--- src/rtl/lz77trd_pkg.sv ---
// ----------------------------------------------------------------------------
// lz77trd_pkg
// Shared constants and types for the text record decoder: history size,
// byte classes, output source selection and the controller/datapath links.
// ----------------------------------------------------------------------------
package lz77trd_pkg;

    localparam int HISTORY_DEPTH = 2048;
    localparam int HIST_AW       = $clog2(HISTORY_DEPTH);
    localparam int CNT_W         = 11;
    localparam int LEN_W         = 4;

    localparam logic [CNT_W-1:0] COUNT_MAX  = 11'h7FF;
    localparam logic [7:0]       RAW_MAX    = 8'h08;
    localparam logic [7:0]       LIT_LOW    = 8'h09;
    localparam logic [7:0]       LIT_HIGH   = 8'h7F;
    localparam logic [7:0]       PAIR_HIGH  = 8'hBF;
    localparam logic [7:0]       SPACE_BYTE = 8'h20;
    localparam logic [7:0]       FLIP_MASK  = 8'h80;
    localparam logic [LEN_W-1:0] LEN_BIAS   = 4'd3;

    typedef enum logic [2:0] {
        KIND_NONE  = 3'd0,
        KIND_EMIT  = 3'd1,
        KIND_SPACE = 3'd2,
        KIND_COPY  = 3'd3,
        KIND_BAD   = 3'd4
    } kind_t;

    typedef enum logic [2:0] {
        SEL_IN    = 3'd0,
        SEL_SPACE = 3'd1,
        SEL_FLIP  = 3'd2,
        SEL_HIST  = 3'd3,
        SEL_ERR   = 3'd4
    } out_sel_t;

    typedef struct packed {
        logic     take_in;
        logic     load_out;
        out_sel_t out_sel;
        logic     out_last;
        logic     copy_step;
    } ctrl_cmd_t;

    typedef struct packed {
        kind_t kind;
        logic  out_free;
        logic  copy_last;
    } dp_status_t;

endpackage

--- src/rtl/lz77trd_ctrl.sv ---
// ----------------------------------------------------------------------------
// lz77trd_ctrl
// Controller: sequences input acceptance, the space-plus-byte pair and the
// read/write steps of a history copy.
// ----------------------------------------------------------------------------
module lz77trd_ctrl
(
    input  logic                    clk,
    input  logic                    rst_n,
    input  logic                    in_valid,
    output logic                    in_ready,
    input  lz77trd_pkg::dp_status_t st,
    output lz77trd_pkg::ctrl_cmd_t  cmd
);
    import lz77trd_pkg::*;

    typedef enum logic [3:0] {
        S_IDLE    = 4'b0001,
        S_SPACE2  = 4'b0010,
        S_COPY_RD = 4'b0100,
        S_COPY_WR = 4'b1000
    } state_t;

    state_t state_reg, state_next;

    always_comb
    begin
        state_next    = state_reg;
        in_ready      = 1'b0;
        cmd.take_in   = 1'b0;
        cmd.load_out  = 1'b0;
        cmd.out_sel   = SEL_IN;
        cmd.out_last  = 1'b0;
        cmd.copy_step = 1'b0;

        unique case (state_reg)
            S_IDLE:
            begin
                in_ready = st.out_free;
                if (in_valid && st.out_free)
                begin
                    cmd.take_in = 1'b1;
                    unique case (st.kind)
                        KIND_EMIT:
                        begin
                            cmd.load_out = 1'b1;
                            cmd.out_sel  = SEL_IN;
                            cmd.out_last = 1'b1;
                        end
                        KIND_SPACE:
                        begin
                            cmd.load_out = 1'b1;
                            cmd.out_sel  = SEL_SPACE;
                            state_next   = S_SPACE2;
                        end
                        KIND_COPY:
                        begin
                            state_next = S_COPY_RD;
                        end
                        KIND_BAD:
                        begin
                            cmd.load_out = 1'b1;
                            cmd.out_sel  = SEL_ERR;
                            cmd.out_last = 1'b1;
                        end
                        default:
                        begin
                            state_next = S_IDLE;
                        end
                    endcase
                end
            end
            S_SPACE2:
            begin
                if (st.out_free)
                begin
                    cmd.load_out = 1'b1;
                    cmd.out_sel  = SEL_FLIP;
                    cmd.out_last = 1'b1;
                    state_next   = S_IDLE;
                end
            end
            S_COPY_RD:
            begin
                state_next = S_COPY_WR;
            end
            S_COPY_WR:
            begin
                if (st.out_free)
                begin
                    cmd.load_out  = 1'b1;
                    cmd.out_sel   = SEL_HIST;
                    cmd.out_last  = st.copy_last;
                    cmd.copy_step = 1'b1;
                    state_next    = st.copy_last ? S_IDLE : S_COPY_RD;
                end
            end
            default:
            begin
                state_next = S_IDLE;
            end
        endcase
    end

    always_ff @(posedge clk or negedge rst_n)
    begin
        if (!rst_n)
        begin
            state_reg <= S_IDLE;
        end
        else
        begin
            state_reg <= state_next;
        end
    end

endmodule

--- config.mk ---
export PLATFORM = sky130hd
export DESIGN_NAME = lz77trd_ctrl
export DESIGN_NICKNAME = d
export VERILOG_FILES = /design/src/rtl/lz77trd_pkg.sv /design/src/rtl/lz77trd_ctrl.sv
export SDC_FILE = /design/constraint.sdc
export NUM_CORES = 1
export LEC_CHECK = 0
export BUFFER_PORTS_ARGS = -buffer_cell sky130_fd_sc_hd__clkbuf_2
export CAP_MARGIN = 15
export CORE_AREA = 4 4 41 43
export CTS_CLUSTER_DIAMETER = 40
export DETAILED_ROUTE_END_ITERATION = 10
export DIE_AREA = 0 0 45 47
export MAX_ROUTING_LAYER = met4
export SYNTH_ARGS = -nofsm -noshare
export SYNTH_HDL_FRONTEND = slang
export SYNTH_SLANG_ARGS = --single-unit
--- constraint.sdc ---
create_clock -name clk -period 1.8 [get_ports clk]
set_clock_uncertainty 0.05 [all_clocks]
set_input_delay 0 -clock clk [delete_from_list [all_inputs] [get_ports clk]]
set_output_delay 0 -clock clk [all_outputs]
set_load 0.01 [all_outputs]
After elaboration in Yosys (flattened, before gate mapping)
Index checks and enable logic that the tools add are counted.
{"block": "totals", "register_bits": 4, "wordCells": 31, "out_inout_bits": 8, "in_bits": 8}
{"block": "op_classes", "muxes": 15, "reduce_logical": 3, "eq_ne": 12}
{"cell": "4-bit case mux with 3 select lines", "n": 2}
{"cell": "4-bit case mux with 4 select lines", "n": 1}
{"cell": "5-bit case mux with 3 select lines", "n": 1}
{"cell": "4-bit two-way mux", "n": 3}
{"cell": "6-bit two-way mux", "n": 2}
{"cell": "2-bit inequality test (second input constant)", "n": 4}
{"cell": "3-bit by 2-bit equality test with 1-bit output (second input constant)", "n": 2}
{"cell": "5-bit two-way mux", "n": 1}
{"cell": "4-bit by 1-bit equality test with 1-bit output (second input constant)", "n": 1}
{"cell": "4-bit by 2-bit equality test with 1-bit output (second input constant)", "n": 1}
{"cell": "4-bit by 3-bit equality test with 1-bit output (second input constant)", "n": 1}
{"cell": "4-bit equality test (second input constant)", "n": 1}
{"cell": "1-bit two-way mux", "n": 4}
{"cell": "4-bit AND reduction", "n": 1}
{"cell": "3-bit by 1-bit equality test with 1-bit output (second input constant)", "n": 1}
{"cell": "3-bit equality test (second input constant)", "n": 1}
{"cell": "3-bit two-way mux", "n": 1}
{"cell": "2-bit OR reduction", "n": 1}
{"cell": "1-bit logical AND", "n": 1}

Longest topological paths before layout
{"block": "depth", "word_depth": 5, "depth_mapped": 4, "ltp_nobuf": 3}

Worst setup path before layout
No wires, ideal clock.
{"block": "synth_timing", "kind": "register to output", "startpoint": "register state_reg[0]", "endpoint": "output port cmd[4] (netlist bit)", "stages_incl_launch_ff": 5, "path_buffers": 1, "path_slack_ns": 0.421, "required_ns": 1.750, "arrival_ns": 1.329, "path_cell_list": "dfstp_2 -> buf_2 -> and4bb_1 -> nand3_2 -> nor4b_2"}
{"item": "start: declaration", "line": "lz77trd_ctrl.sv:24", "text": "state_t state_reg, state_next;"}
{"item": "start signal: assignment", "line": "lz77trd_ctrl.sv:113", "text": "state_reg <= state_next;"}
{"item": "end: declaration", "line": "lz77trd_ctrl.sv:13", "text": "output lz77trd_pkg::ctrl_cmd_t cmd"}

==> run_results.csv <==
group,metric,value,unit
status,status,"finished, final reports clean",
logic_synthesis,ys_ff_latch,4,
critical_path,worstPathArrival,1.61,ns
grt,grt_usage,0.109,
detailed_routing,vias,444,
power_and_ir_drop,p_leak,0.263,nW
critical_path,setup.worst_path.end_class,"primary output",
cts,clk-insertion-delay-late,0.23,ns
logic_synthesis,synth_warnings,0,
grt,grt_pass1_vias,417,
grt,grt_antenna_before_repair,0,
timing,max_slew_margin,0.735,
detailed_routing,routed_via_density,5.29,
place,portBuffers,15,
critical_path,crit_required,1.75,ns
cts,numCtsBuffers,3,
power_and_ir_drop,power.density,491,nW/um^2
cts,cts_setup_buffers,0,
die,die_h,47,um
critical_path,cp_slowest_cell,"dfstp_2",
timing,post-route-min-period,1.66,ns
final_layout,antenna_cells,0,
timing,fmax,0.603,GHz
final_layout,fin_area,572,um^2
logic_synthesis,async_flop_share,1.00,
logic_synthesis,synth.top_cell.area_share,0.160,
timing,rsz0062_at_grt,"no",
final_layout,largest_reg_flops,4,
place,placed_area,536,um^2
critical_path,worstSetupPathType,"reg -> out",
detailed_routing,ant_nets,0,
timing,hold_violations,0,
die,start_util,0.361,
detailed_routing,dr.pass1.iters,4,
logic_synthesis,synth_area_leaders,"dfrtp_1, nor2b_1, dfstp_2",
cts,cts_sinks,4,
cts,postCtsResizedCells,0,
grt,grt_first_pass_wirelength,1690,um
logic_synthesis,synth_cell_type_count,32,
critical_path,start_kind,"flop",
critical_path,slowest_delay,0.60,ns
place,gp_congestion,0.744,
cts,clockRootBuffer,"clkbuf_4",
critical_path,worstPathMaxFanout,9,
critical_path,cp_top_family,"simple AND/OR/NAND/NOR gates",
grt,grt_max_degree,12,
logic_synthesis,yosysSeqAreaShare,0.216,
logic_synthesis,synth_area,469,um^2
final_layout,final_cells,84,
detailed_routing,drt_first_iter_violations,6,
final_layout,drive_gt1_frac,0.348,
final_layout,fin_nets,78,
job,drv_cap,0,
timing,finalMaxSlewViolations,0,
critical_path,worst-path-buf-inv,1,
final_layout,fillers,136,
detailed_routing,routed_wl,1000,um
logic_synthesis,postSynthCellCount,52,
cts,clk_pin_slew_worst_paths,0.04,ns
detailed_routing,routedWlPerCell,11.9,um
die,core_area,1300,um^2
logic_synthesis,yosys.area.top_type,"dfrtp_1",
logic_synthesis,synth_common_cells,"nor2b_1, inv_1, nand2_1",
logic_synthesis,synth_most_common_cell,"nor2b_1",
die,fp-row-count,13,
logic_synthesis,syn_area_per_cell,9.02,um^2
die,die-area,2120,um^2
logic_synthesis,ys.flop_type,"dfrtp_1",
worst_hold_path,hold_class,"in -> reg",
cts,cts-htree-levels,1,
die,die_x,45,um
final_layout,area_growth_syn_to_layout,21.9,%
critical_path,path_cells,"and4bb_1 > nand3_2 > nor4b_2 > clkbuf_2",
timing,setup_viol,0,
detailed_routing,drc,0,
grt,grt-ovfl-total,0,
timing,fin_tns_setup,0,ns
cts,clk_path_buf_depth,2,
timing,min_period_over_period,0.921,
place,place_inst,79,
logic_synthesis,syn_nets,60,
place,hpwl,799,um
timing,worst_pin_slew,0.392,ns
logic_synthesis,synth_edf_count,0,
cts,tritoncts,"yes",
power_and_ir_drop,irDropWorstVdd,0.226,mV
die,ios,16,
## kinds of logic after synthesis
logic type / synth area share
flip-flops: 0.216
AO/OA/AOI/OAI: 0.197
XOR/XNOR: 0.0560
multiplexers: 0.0213
AND/OR/NAND/NOR: 0.419
buffers and inverters: 0.0906
## path summary, 6_finish.rpt
check | slack (ns) | from | endpoint | cells past startpoint
max in group asynchronous | 1.43 | rst_n | state_reg[0] | 2
max reg2reg | 0.40 | state_reg[0] | state_reg[0] | 3
max | 0.14 | state_reg[0] | cmd[4] | 4
min | 0.02 | st[2] | state_reg[1] | 2
min in group asynchronous | 0.05 | rst_n | state_reg[2] | 2
min reg2reg | 0.53 | state_reg[0] | state_reg[0] | 1
## layout by cell type (no fill, tap or decap), types with 2 or more instances in the layout
| cell type | n |
|---|---|
| nand2_1 | 4 |
| nor3_1 | 3 |
| nor4b_1 | 3 |
| inv_1 | 4 |
| a21oi_1 | 2 |
| clkbuf_4 | 3 |
| clkbuf_2 | 15 |
| o21bai_1 | 2 |
| dfrtp_1 | 3 |
| xnor2_1 | 2 |
| nor2b_1 | 5 |
## metrics by stage
stage	hold slack (ns)	utilization	total power, mW	setup WS, ns
2_1_floorplan	-0.346	-	0.134	0.421
3_3_place_gp	-0.240	0.412	0.160	0.385
3_5_place_dp	-0.244	0.412	0.160	0.367
4_1_cts	0.0121	0.439	0.287	0.115
5_1_grt	0.0297	0.439	0.300	0.0493
6_report	0.0156	0.439	0.280	0.141
## power by group
| part | switching [mW] | total, mW | internal (mW) |
|---|---|---|---|
| clock network | 0.0372 | 0.120 | 0.0832 |
| logic | 0.0340 | 0.0634 | 0.0294 |
| registers | 0.00417 | 0.0967 | 0.0926 |
## metal layers
layer	routed length [um]	vias to the layer above	GRT usage
li1	-	225	-
met4	0	0	0.0175
met3	32	0	0.0345
met1	460	207	0.128
met5	0	-	-
met2	508	12	0.184
## area by class of cell
type                       count  area, um^2  share of cell area
inverter                       4        15.0              0.0263
sequential                     4         101               0.177
multi-input combinational     41         325               0.569
clock buffer                   4        26.3              0.0460
tap                           15        18.8              0.0328
timing repair buffer          16        85.1               0.149
## repair_timing
item / in CTS / in global routing
hold buffers: 1 / 0
setup endpoints to repair: 0 / 0
hold endpoints to repair: 4 / 0
Note: power is estimated with default switching activity, not from simulation.
